[config.mk]
export PLATFORM = sky130hd
export DESIGN_NAME = four_way_cache_tag_plru
export DESIGN_NICKNAME = d
export VERILOG_FILES = /design/src/cwtp_pkg.sv /design/src/cwtp_lookup.sv /design/src/cwtp_store.sv /design/src/four_way_cache_tag_plru.sv
export SDC_FILE = /design/constraint.sdc
export NUM_CORES = 1
export LEC_CHECK = 0
export ABC_AREA = 1
export ABC_CLOCK_PERIOD_IN_PS = 11750
export BUFFER_PORTS_ARGS = -buffer_cell sky130_fd_sc_hd__clkbuf_2
export CORE_ASPECT_RATIO = 0.8
export CORE_MARGIN = 2
export CORE_UTILIZATION = 50
export DETAILED_ROUTE_END_ITERATION = 10
export GPL_TIMING_DRIVEN = 0
export PLACE_DENSITY = 0.68
export SLEW_MARGIN = 10
export SYNTH_ARGS = -nofsm -noshare
export SYNTH_HDL_FRONTEND = slang
export SYNTH_SLANG_ARGS = --single-unit
[constraint.sdc]
create_clock -name clk_i -period 11.75 [get_ports clk_i]
set_input_delay 1.175 -clock clk_i [delete_from_list [all_inputs] [get_ports clk_i]]
set_output_delay 1.175 -clock clk_i [all_outputs]
set_load 0.02 [all_outputs]
[src/cwtp_pkg.sv]
`default_nettype none

package cwtp_pkg;

  // Cache geometry
  localparam int unsigned NUM_SETS  = 4;
  localparam int unsigned NUM_WAYS  = 4;
  localparam int unsigned TAG_WIDTH = 26;

  localparam int unsigned ADDR_W   = 32;
  localparam int unsigned SET_W    = $clog2(NUM_SETS);
  localparam int unsigned WAY_W    = $clog2(NUM_WAYS);
  localparam int unsigned TREE_W   = NUM_WAYS - 1;
  localparam int unsigned HIT_W    = 16;
  localparam int unsigned SET_LSB  = 4;
  localparam int unsigned WORD_LSB = 2;
  localparam int unsigned WORD_W   = 2;
  localparam int unsigned TAG_LSB  = 6;

  typedef logic [SET_W-1:0]     set_t;
  typedef logic [WAY_W-1:0]     way_t;
  typedef logic [TREE_W-1:0]    tree_t;
  typedef logic [TAG_WIDTH-1:0] tag_t;
  typedef logic [HIT_W-1:0]     hit_cnt_t;
  typedef logic [WAY_W:0]       node_t;

  // Contents of one set, as seen by the lookup
  typedef struct packed {
    logic [NUM_WAYS-1:0]          valid;
    logic [NUM_WAYS-1:0][TAG_WIDTH-1:0] tags;
    tree_t                        tree;
  } set_row_t;

  // Lookup decision handed back to the store
  typedef struct packed {
    logic  hit;
    way_t  way;
    logic  evicted;
    tree_t tree_new;
  } lookup_t;

  // Point every tree node on the path to way w toward it (heap order)
  function automatic tree_t tree_touch(tree_t t, way_t w);
    node_t node;
    node_t parent;
    tree_t r;
    r    = t;
    node = node_t'(w) + node_t'(NUM_WAYS - 1);
    for (int i = 0; i < WAY_W; i++) begin
      parent = node_t'((node - 1'b1) >> 1);
      r[parent[WAY_W-1:0]] = ~node[0];
      node = parent;
    end
    return r;
  endfunction

  // Walk against the tree bits to the pseudo least recently used way
  function automatic way_t tree_victim(tree_t t);
    node_t node;
    node = '0;
    for (int i = 0; i < WAY_W; i++) begin
      if (t[node[WAY_W-1:0]]) node = node_t'({node, 1'b0} + 1'b1);
      else                    node = node_t'({node, 1'b0} + 2'd2);
    end
    return way_t'(node - node_t'(NUM_WAYS - 1));
  endfunction

endpackage

`default_nettype wire

[src/cwtp_lookup.sv]
`default_nettype none

module cwtp_lookup
  import cwtp_pkg::*;
(
  input  wire set_row_t row_i,
  input  wire tag_t     tag_i,
  output lookup_t       res_o
);

  logic [NUM_WAYS-1:0] match;
  logic                hit;
  logic                free_found;
  way_t                hit_way;
  way_t                free_way;
  way_t                way;

  // Compare all ways of the set at once
  always_comb begin
    for (int w = 0; w < NUM_WAYS; w++) begin
      match[w] = row_i.valid[w] && (row_i.tags[w] == tag_i);
    end
  end

  // Lowest matching way and lowest invalid way
  always_comb begin
    hit        = 1'b0;
    hit_way    = '0;
    free_found = 1'b0;
    free_way   = '0;
    for (int w = NUM_WAYS - 1; w >= 0; w--) begin
      if (match[w]) begin
        hit     = 1'b1;
        hit_way = way_t'(w);
      end
      if (!row_i.valid[w]) begin
        free_found = 1'b1;
        free_way   = way_t'(w);
      end
    end
  end

  // Way choice: hit, else fill, else evict the PLRU victim
  always_comb begin
    priority if (hit)   way = hit_way;
    else if (free_found) way = free_way;
    else                 way = tree_victim(row_i.tree);
  end

  assign res_o.hit      = hit;
  assign res_o.way      = way;
  assign res_o.evicted  = !hit && !free_found;
  assign res_o.tree_new = tree_touch(row_i.tree, way);

endmodule

`default_nettype wire

[src/cwtp_store.sv]
`default_nettype none

module cwtp_store
  import cwtp_pkg::*;
(
  input  wire           clk_i,
  input  wire           rst_ni,
  input  wire           upd_i,
  input  wire set_t     set_i,
  input  wire tag_t     tag_i,
  input  wire lookup_t  res_i,
  output set_row_t      row_o,
  output hit_cnt_t      hit_cnt_next_o
);

  tag_t                tag_q   [NUM_SETS][NUM_WAYS];
  logic [NUM_WAYS-1:0] valid_q [NUM_SETS];
  tree_t               tree_q  [NUM_SETS];
  hit_cnt_t            hit_cnt_q;
  hit_cnt_t            hit_cnt_d;

  // Read the addressed set
  always_comb begin
    row_o.valid = valid_q[set_i];
    row_o.tree  = tree_q[set_i];
    for (int w = 0; w < NUM_WAYS; w++) begin
      row_o.tags[w] = tag_q[set_i][w];
    end
  end

  // Saturating hit count
  always_comb begin
    hit_cnt_d = hit_cnt_q;
    if (upd_i && res_i.hit && (hit_cnt_q != '1)) hit_cnt_d = hit_cnt_q + 1'b1;
  end
  assign hit_cnt_next_o = hit_cnt_d;

  // Tag array: written on a miss only, no reset
  always_ff @(posedge clk_i) begin
    if (upd_i && !res_i.hit) begin
      tag_q[set_i][res_i.way] <= tag_i;
    end
  end

  // Valid bits, PLRU trees and counter
  always_ff @(posedge clk_i or negedge rst_ni) begin
    if (!rst_ni) begin
      for (int s = 0; s < NUM_SETS; s++) begin
        valid_q[s] <= '0;
        tree_q[s]  <= '0;
      end
      hit_cnt_q <= '0;
    end else begin
      if (upd_i) begin
        valid_q[set_i][res_i.way] <= 1'b1;
        tree_q[set_i]             <= res_i.tree_new;
      end
      hit_cnt_q <= hit_cnt_d;
    end
  end

  // Count never goes down
  a_cnt_mono: assert property (@(posedge clk_i) disable iff (!rst_ni)
    hit_cnt_q >= $past(hit_cnt_q))
    else $error("hit counter decreased");

  // A line touched by an item is valid afterwards
  a_fill_valid: assert property (@(posedge clk_i) disable iff (!rst_ni)
    upd_i |=> valid_q[$past(set_i)][$past(res_i.way)])
    else $error("accessed way not valid");

  // A hit never changes the valid bits of its set
  a_hit_keeps: assert property (@(posedge clk_i) disable iff (!rst_ni)
    upd_i && res_i.hit |=> valid_q[$past(set_i)] == $past(valid_q[set_i]))
    else $error("hit changed valid bits");

endmodule

`default_nettype wire

[src/four_way_cache_tag_plru.sv]
// Tag store of a 4-set, 4-way set-associative cache with tree pseudo-LRU
// replacement and a saturating hit counter.
// Input channel: in_valid_i / in_stall_o with address_i; an item is taken
// at a clock edge where in_valid_i is high and in_stall_o is low.
// Output channel: out_valid_o / out_stall_i with hit, way, set, word index,
// tag, eviction flag, tree bits and hit count of one item per address.
// An accepted item goes through the input register, then the lookup and
// update, into the result register.
// Throughput: one item per cycle while out_stall_i is low; the set lookup,
// four-way tag compare and PLRU update sit in one combinational stage
// that reads and writes the set state in the same cycle, so back-to-back
// items to the same set see each other's updates.
// Reset clears all valid bits, PLRU trees and the hit counter; tags are
// not cleared, and no clearing pass is needed.
// When the receiver stalls, the result holds; one more item may wait in
// the input register, after which in_stall_o rises until the result goes.

`default_nettype none

module four_way_cache_tag_plru
  import cwtp_pkg::*;
(
  input  wire                  clk_i,
  input  wire                  rst_ni,
  input  wire                  in_valid_i,
  output logic                 in_stall_o,
  input  wire [ADDR_W-1:0]     address_i,
  output logic                 out_valid_o,
  input  wire                  out_stall_i,
  output logic                 hit_o,
  output logic [1:0]           way_o,
  output logic [1:0]           set_index_o,
  output logic [WORD_W-1:0]    word_index_o,
  output logic [TAG_WIDTH-1:0] line_tag_o,
  output logic                 evicted_o,
  output logic [2:0]           tree_bits_o,
  output logic [HIT_W-1:0]     hits_so_far_o
);

  logic              in_valid_q;
  logic [ADDR_W-1:0] addr_q;
  logic              accept;
  logic              advance;
  set_t              set_idx;
  tag_t              tag;
  set_row_t          row;
  lookup_t           res;
  hit_cnt_t          hit_cnt_next;

  // Handshake: the input register moves on when the result slot frees
  assign advance    = in_valid_q && (!out_valid_o || !out_stall_i);
  assign in_stall_o = in_valid_q && !advance;
  assign accept     = in_valid_i && !in_stall_o;

  // Input register
  always_ff @(posedge clk_i or negedge rst_ni) begin
    if (!rst_ni) begin
      in_valid_q <= 1'b0;
    end else if (accept) begin
      in_valid_q <= 1'b1;
    end else if (advance) begin
      in_valid_q <= 1'b0;
    end
  end

  always_ff @(posedge clk_i) begin
    if (accept) addr_q <= address_i;
  end

  // Address fields
  assign set_idx = addr_q[SET_LSB +: SET_W];
  assign tag     = addr_q[TAG_LSB +: TAG_WIDTH];

  cwtp_store u_store (
    .clk_i          (clk_i),
    .rst_ni         (rst_ni),
    .upd_i          (advance),
    .set_i          (set_idx),
    .tag_i          (tag),
    .res_i          (res),
    .row_o          (row),
    .hit_cnt_next_o (hit_cnt_next)
  );

  cwtp_lookup u_lookup (
    .row_i (row),
    .tag_i (tag),
    .res_o (res)
  );

  // Result register
  always_ff @(posedge clk_i or negedge rst_ni) begin
    if (!rst_ni) begin
      out_valid_o <= 1'b0;
    end else if (advance) begin
      out_valid_o <= 1'b1;
    end else if (!out_stall_i) begin
      out_valid_o <= 1'b0;
    end
  end

  always_ff @(posedge clk_i) begin
    if (advance) begin
      hit_o         <= res.hit;
      way_o         <= 2'(res.way);
      set_index_o   <= 2'(set_idx);
      word_index_o  <= addr_q[WORD_LSB +: WORD_W];
      line_tag_o    <= tag;
      evicted_o     <= res.evicted;
      tree_bits_o   <= 3'(res.tree_new);
      hits_so_far_o <= hit_cnt_next;
    end
  end

  // A held item in the input register is not dropped while output stalls
  a_no_drop: assert property (@(posedge clk_i) disable iff (!rst_ni)
    in_valid_q && out_valid_o && out_stall_i |=> in_valid_q)
    else $error("input item lost during stall");

  // Hit and eviction exclude each other
  a_hit_evict: assert property (@(posedge clk_i) disable iff (!rst_ni)
    out_valid_o |-> !(hit_o && evicted_o))
    else $error("hit flagged with eviction");

  // A stalled result stays put
  a_out_hold: assert property (@(posedge clk_i) disable iff (!rst_ni)
    out_valid_o && out_stall_i |=> out_valid_o && $stable(line_tag_o)
      && $stable(way_o) && $stable(hits_so_far_o))
    else $error("stalled result changed");

endmodule

`default_nettype wire

Word level (Yosys, flattened, before mapping)
Memory sizes are Yosys's and may differ from the RTL's. A register that Yosys moved wholly into a read port is not among the register bits.
Index checks and enable logic that the tools add are counted.

cells by class
  $add $sub $neg = 7
  order comparisons = 11
  equality and inequality tests = 6
  muxes and demuxes = 55
  bitwise gates (word level) = 5
  reduce and logical (&&, ||, !) cells = 24

operators by type and width
  cell                                                               count
  equality test 26 bit                                               4
  2-to-1 mux 104 bit                                                 1
  demux 26 bit (select 2 bit)                                        1
  2-to-1 mux 2 bit                                                   17
  2-to-1 mux 26 bit                                                  1
  2-to-1 mux 1 bit                                                   17
  adder 16 x 1 -> 16 bit, second input constant                      1
  logical AND 1 bit                                                  16
  2-to-1 mux 16 bit                                                  1
  != test 16 bit, second input constant                              1
  OR 16 bit                                                          1
  bitwise mux 12 bit                                                 1
  < comparator 2 x 3 -> 1 bit, second input constant                 4
  2-to-1 mux 4 bit                                                   3
  2-to-1 mux 3 bit                                                   3
  binary-select mux 4 bit (select 2 bit)                             1
  demux 4 bit (select 2 bit)                                         1
  binary-select mux 3 bit (select 2 bit)                             1
  bitwise mux 3 bit                                                  2
  demux 1 bit (select 2 bit)                                         3
  demux 3 bit (select 2 bit)                                         1
  greater-or-equal comparator 2 x 1 -> 1 bit, second input constant  3
  greater-or-equal comparator 3 bit, second input constant           2
  zero test 1 bit                                                    6
  other kinds (13)                                                   16

word-level totals
  register bits = 131
  memory bits (writable) = 416
  input bits = 36
  logic and storage cells = 129
  memories kept = 1

memories
  memory         depth  bits a word  read ports  clocked after Yosys merged registers in  wr ports  RTL line          text
  u_store.tag_q  4      104          1           1                                        1         cwtp_store.sv:16  tag_t tag_q [NUM_SETS][NUM_WAYS];

Longest topological paths before layout
  word-level depth = 27
  gate-level depth with buffers = 24
  mapped depth without buffers = 23

Cells and area by module
From an unflattened synthesis, not the netlist that was laid out.

unflattened totals
  cells, all modules = 1,866
  area, all modules = 22,499.1 µm²

by module, submodules not included
  module                   instances  cells an instance  area each (µm²)  seq. area each (µm²)
  cwtp_store               1          1,093              16,978.8         13,593.0
  cwtp_lookup              1          678                2,932.8          0.0
  four_way_cache_tag_plru  1          95                 2,587.5          2,542.4

Worst setup path after synthesis
No wires, ideal clock.

  path type = input -> register
  from = input port out_stall_i
  to = register hits_so_far_o[10] (data pin)
  setup time = 0.260 ns
  arrival time = 3.543 ns
  required time = 11.490 ns
  path slack = 7.948 ns
  stages = 7
  path buffers = 1
  cells stage by stage = nand2_1 -> inv_1 -> nor2_1 -> clkbuf_1 -> nand4_1 -> nand2_1 -> nand2_1

on the way
  cells in the longest elaborated chain, start to end = 6

RTL lines
  what                             RTL line                        text
  start: declaration               four_way_cache_tag_plru.sv:29   input wire out_stall_i,
  zero test 1 bit                  n/a
  logical OR 1 bit                 four_way_cache_tag_plru.sv:51   assign advance = in_valid_q && (!out_valid_o || !out_stall_i);
  logical AND 1 bit                four_way_cache_tag_plru.sv:51
  net advance                      four_way_cache_tag_plru.sv:43   logic advance;
  logical AND 1 bit (2 in series)  cwtp_store.sv:34                if (upd_i && res_i.hit && (hit_cnt_q != '1)) hit_cnt_d = hit_cnt_q + 1'b1;
  2-to-1 mux 16 bit                cwtp_store.sv:34
  net hit_cnt_next[10]             four_way_cache_tag_plru.sv:48   hit_cnt_t hit_cnt_next;
  end signal: assignment           four_way_cache_tag_plru.sv:111  hits_so_far_o <= hit_cnt_next;
  end: declaration                 four_way_cache_tag_plru.sv:37   output logic [HIT_W-1:0] hits_so_far_o

The timed path passes the listed nets, and every way through them passes these cells.
A chain may end at the register's enable or synchronous reset.

Worst setup path in the final report
  from = register addr_q[29]
  to = memory u_store.tag_q[1][89] (netlist name), enable pin

on the way
  cells in the longest elaborated chain, start to end = 13
  elaborated cells on any way between the ends = 27

RTL lines
  what                                                                                                           RTL line                       text
  start: declaration                                                                                             four_way_cache_tag_plru.sv:41  logic [ADDR_W-1:0] addr_q;
  start signal: assignment                                                                                       four_way_cache_tag_plru.sv:67  if (accept) addr_q <= address_i;
  equality test 26 bit                                                                                           cwtp_lookup.sv:21              match[w] = row_i.valid[w] && (row_i.tags[w] == tag_i);
  logical AND 1 bit                                                                                              cwtp_lookup.sv:21
  2-to-1 mux 2 bit / 2-to-1 mux 1 bit (equally long branches) (4 in series)                                      cwtp_lookup.sv:32              if (match[w]) begin
  2-to-1 mux 2 bit                                                                                               cwtp_lookup.sv:45              priority if (hit) way = hit_way;
  NOT 2 -> 3 bit (implied by the code)                                                                           cwtp_store.sv:41               tag_q[set_i][res_i.way] <= tag_i;
  greater-or-equal comparator 3 bit (implied by the code) / < comparator 3 x 1 -> 1 bit (equally long branches)  cwtp_store.sv:41
  logical AND 1 bit (implied by the code)                                                                        cwtp_store.sv:41
  2-to-1 mux 26 bit (implied by the code)                                                                        cwtp_store.sv:41
  demux 26 bit (select 2 bit)                                                                                    cwtp_store.sv:41
  2-to-1 mux 104 bit (implied by the code) *                                                                     cwtp_store.sv:41
  end: declaration                                                                                               cwtp_store.sv:16

Every way passes the cells marked *; elsewhere a longest branch is shown, timed or not.

==> flow_metrics.tcl <==
set metrics [dict create \
    status "completed" \
    dr.pass1.iters 8 \
    synth_area_um2 23900 \
    ff_latch_area_um2 16200 \
    p_total_w 0.00477 \
    final_cell_mix "864 x nand2_1, 499 x edfxtp_1, 358 x nand3_1" \
    cts_resized 0 \
    antenna_left 0 \
    cp.buffers_inverters 3 \
    grt_overflow 0 \
    viasPerCell 5.72 \
    final_net_count 2474 \
    timing.final.crit_share_pct 42.6 \
    max_freq_mhz 200 \
    cp_top_family "simple AND/OR/NAND/NOR gates" \
    synth.top_cell.area_share_pct 62.7 \
    fill_cells 3934 \
    crit_arrival_ps 5310 \
    worstSetupPathType "register to register" \
    ys_seq_elements 547 \
    grt_max_degree 47 \
    whs_ps 420 \
    fin_tns_setup_ps 0 \
    grt_pass1_vias 16700 \
    skew_ps 24.4 \
    crit_chain "inv_1, nand3_1, nand2_1, nor2_1, nand3_1, nor3_1, nand3_1, nand2_1, inv_2, nand2_2, ha_1, nand2_1, nor2_4, buf_16" \
    postLayoutCellArea_um2 27400 \
    slew_headroom_pct 10.4 \
    synth_edf_count 499 \
    syn_nets 2314 \
    cp_slowest_cell "edfxtp_1" \
    cts_setup_buffers 0 \
    totalWireLength_um 76000 \
    cellPowerDensity_nw_per_um2 174 \
    die_x_um 248 \
    final_common_cell "nand2_1" \
    antennaDiodeCount 0 \
    hold_viol 0 \
    report.final.slew_viol_count 0 \
    start_util_pct 50.8 \
    area_growth_pct 14.6 \
    io_buffers 88 \
    synthFlopType "edfxtp_1" \
    via_count 17700 \
    core.rowCount 71 \
    hold_path_class "register to register" \
    cap_violations 0 \
    die_y_um 200 \
    worst_pin_slew_ps 1340 \
    ctsHtreeMaxLevel 2 \
    ios 91 \
    setup_viol 0 \
    wl_per_cell_um 24.6 \
    p_leak_nw 11.0 \
    worstPathRequired_ps 12060 \
    ys_top_cells_by_area "edfxtp_1 63%, nand2_1 14%, nand3_1 7.5%" \
    rsz0062_at_grt "no" \
    fin_crit_ps 5000 \
    drive_above_1_share_pct 11.7 \
    start_kind "register" \
    netlist_instances 2271 \
    multi_input_area_um2 6990 \
    path_clk_slew_ps 60 \
    max_stage_delay_ps 1240 \
    postCtsHoldBufs 0 \
    drtIter0Drc 2110 \
    drc 0 \
    grt_use_total_pct 30.7 \
    worst_setup_path_end_kind "register" \
    root_buffer "clkbuf_16" \
    post_dp_cell_area_um2 25600 \
    grt_pass1_wl_um 110000 \
    tritoncts "yes" \
    irDropWorstVdd_uv 123 \
    hpwl_um 52200 \
    cts_buffers 53 \
    clk_latency_ps 620 \
    core_area_um2 47100 \
    ys_types 41 \
    ys_async_sr_fraction_pct 8.41 \
    antenna_found_initial 2 \
    dieArea_um2 49600 \
    clock-sinks 547 \
    yosys_warnings 0 \
    place_congestion 0.946 \
    fin_util_pct 58.2 \
    crit_fanout 22 \
    clockBufferDepth 3 \
    syn_area_per_cell_um2 10.5 \
    synth.largest_area_cell "edfxtp_1" \
    yosysSeqAreaShare_pct 67.7 \
]
==> final cells by class <==
| class | count | area share [%] |
|---|---|---|
| Clock buffer | 66 | 5.18 |
| Clock inverter | 33 | 1.16 |
| Inverter | 105 | 1.44 |
| Buffer | 79 | 1.67 |
| Multi-Input combinational cell | 1540 | 25.5 |
| Sequential cell | 547 | 59.1 |
| Timing Repair Buffer | 105 | 3.10 |
| Tap cell | 620 | 2.83 |
==> worst reg2reg max path: cells and delay by family, from the launching register on <==
family	cells	cell delay [ps]
fa+ha+maj	1	270
buf+inv	3	990
flops	1	1240
simple gates	10	2170
==> stage by stage <==
stage | setup WS [ps] | cells
after detailed placement | 6940 | 2996
after CTS | 6910 | 3095
final | 6750 | 3095
after global placement | 5360 | 2979
after global routing | 6470 | 3095
after floorplan | 7950 | 2271
==> path summary, 6_finish.rpt <==
path / start / to / slack (ps) / cells after the start
max: addr_q[29] / u_store.tag_q[1][89] / 6750 / 14
min: addr_q[3] / word_index_o[1] / 420 / 0
max reg2reg: addr_q[29] / u_store.tag_q[1][89] / 6750 / 14
min in group asynchronous: rst_ni / u_store.hit_cnt_q[10] / 760 / 1
max in group asynchronous: rst_ni / u_store.valid_q[7] / 10300 / 1
min reg2reg: addr_q[3] / word_index_o[1] / 420 / 0
==> layer usage <==
layer	wire length (um)	GRT usage, %	vias to the layer above
met5	0	0	-
met4	2840	11.7	0
met3	7540	5.20	149
met2	32900	46.0	924
met1	32700	45.1	8540
li1	-	-	8091
==> Yosys cell counts, types with 11 or more instances <==
| cell | n |
|---|---|
| and2_1 | 11 |
| buf_2 | 45 |
| buf_4 | 15 |
| dfrtp_1 | 46 |
| edfxtp_1 | 499 |
| inv_1 | 100 |
| nand2_1 | 864 |
| nand3_1 | 358 |
| nand4_1 | 54 |
| nor2_1 | 126 |
| nor3_1 | 16 |
| o21ai_0 | 13 |
| xor2_1 | 39 |
==> kinds of logic after synthesis <==
kind of cell | share of synthesized area, %
buf+inv | 3.55
fa+ha+maj | 0.366
simple gates | 26.1
flops | 67.7
compound gates | 0.733
xor+xnor | 1.53
==> power breakdown <==
group	internal, W	switching (W)
clock network	0.000987	0.000744
registers	0.00223	0.0000803
logic	0.000209	0.000523
total	0.00342	0.00135
==> registers in the layout, summed over array words and instances (netlist names), 2 cells and up, named ones only <==
name               flops
u_store.tag_q        416
addr_q                30
line_tag_o            26
hits_so_far_o         16
u_store.hit_cnt_q     16
u_store.valid_q       16
u_store.tree_q        12
tree_bits_o            3
set_index_o            2
way_o                  2
word_index_o           2
Power figures use the tool's default switching activity.
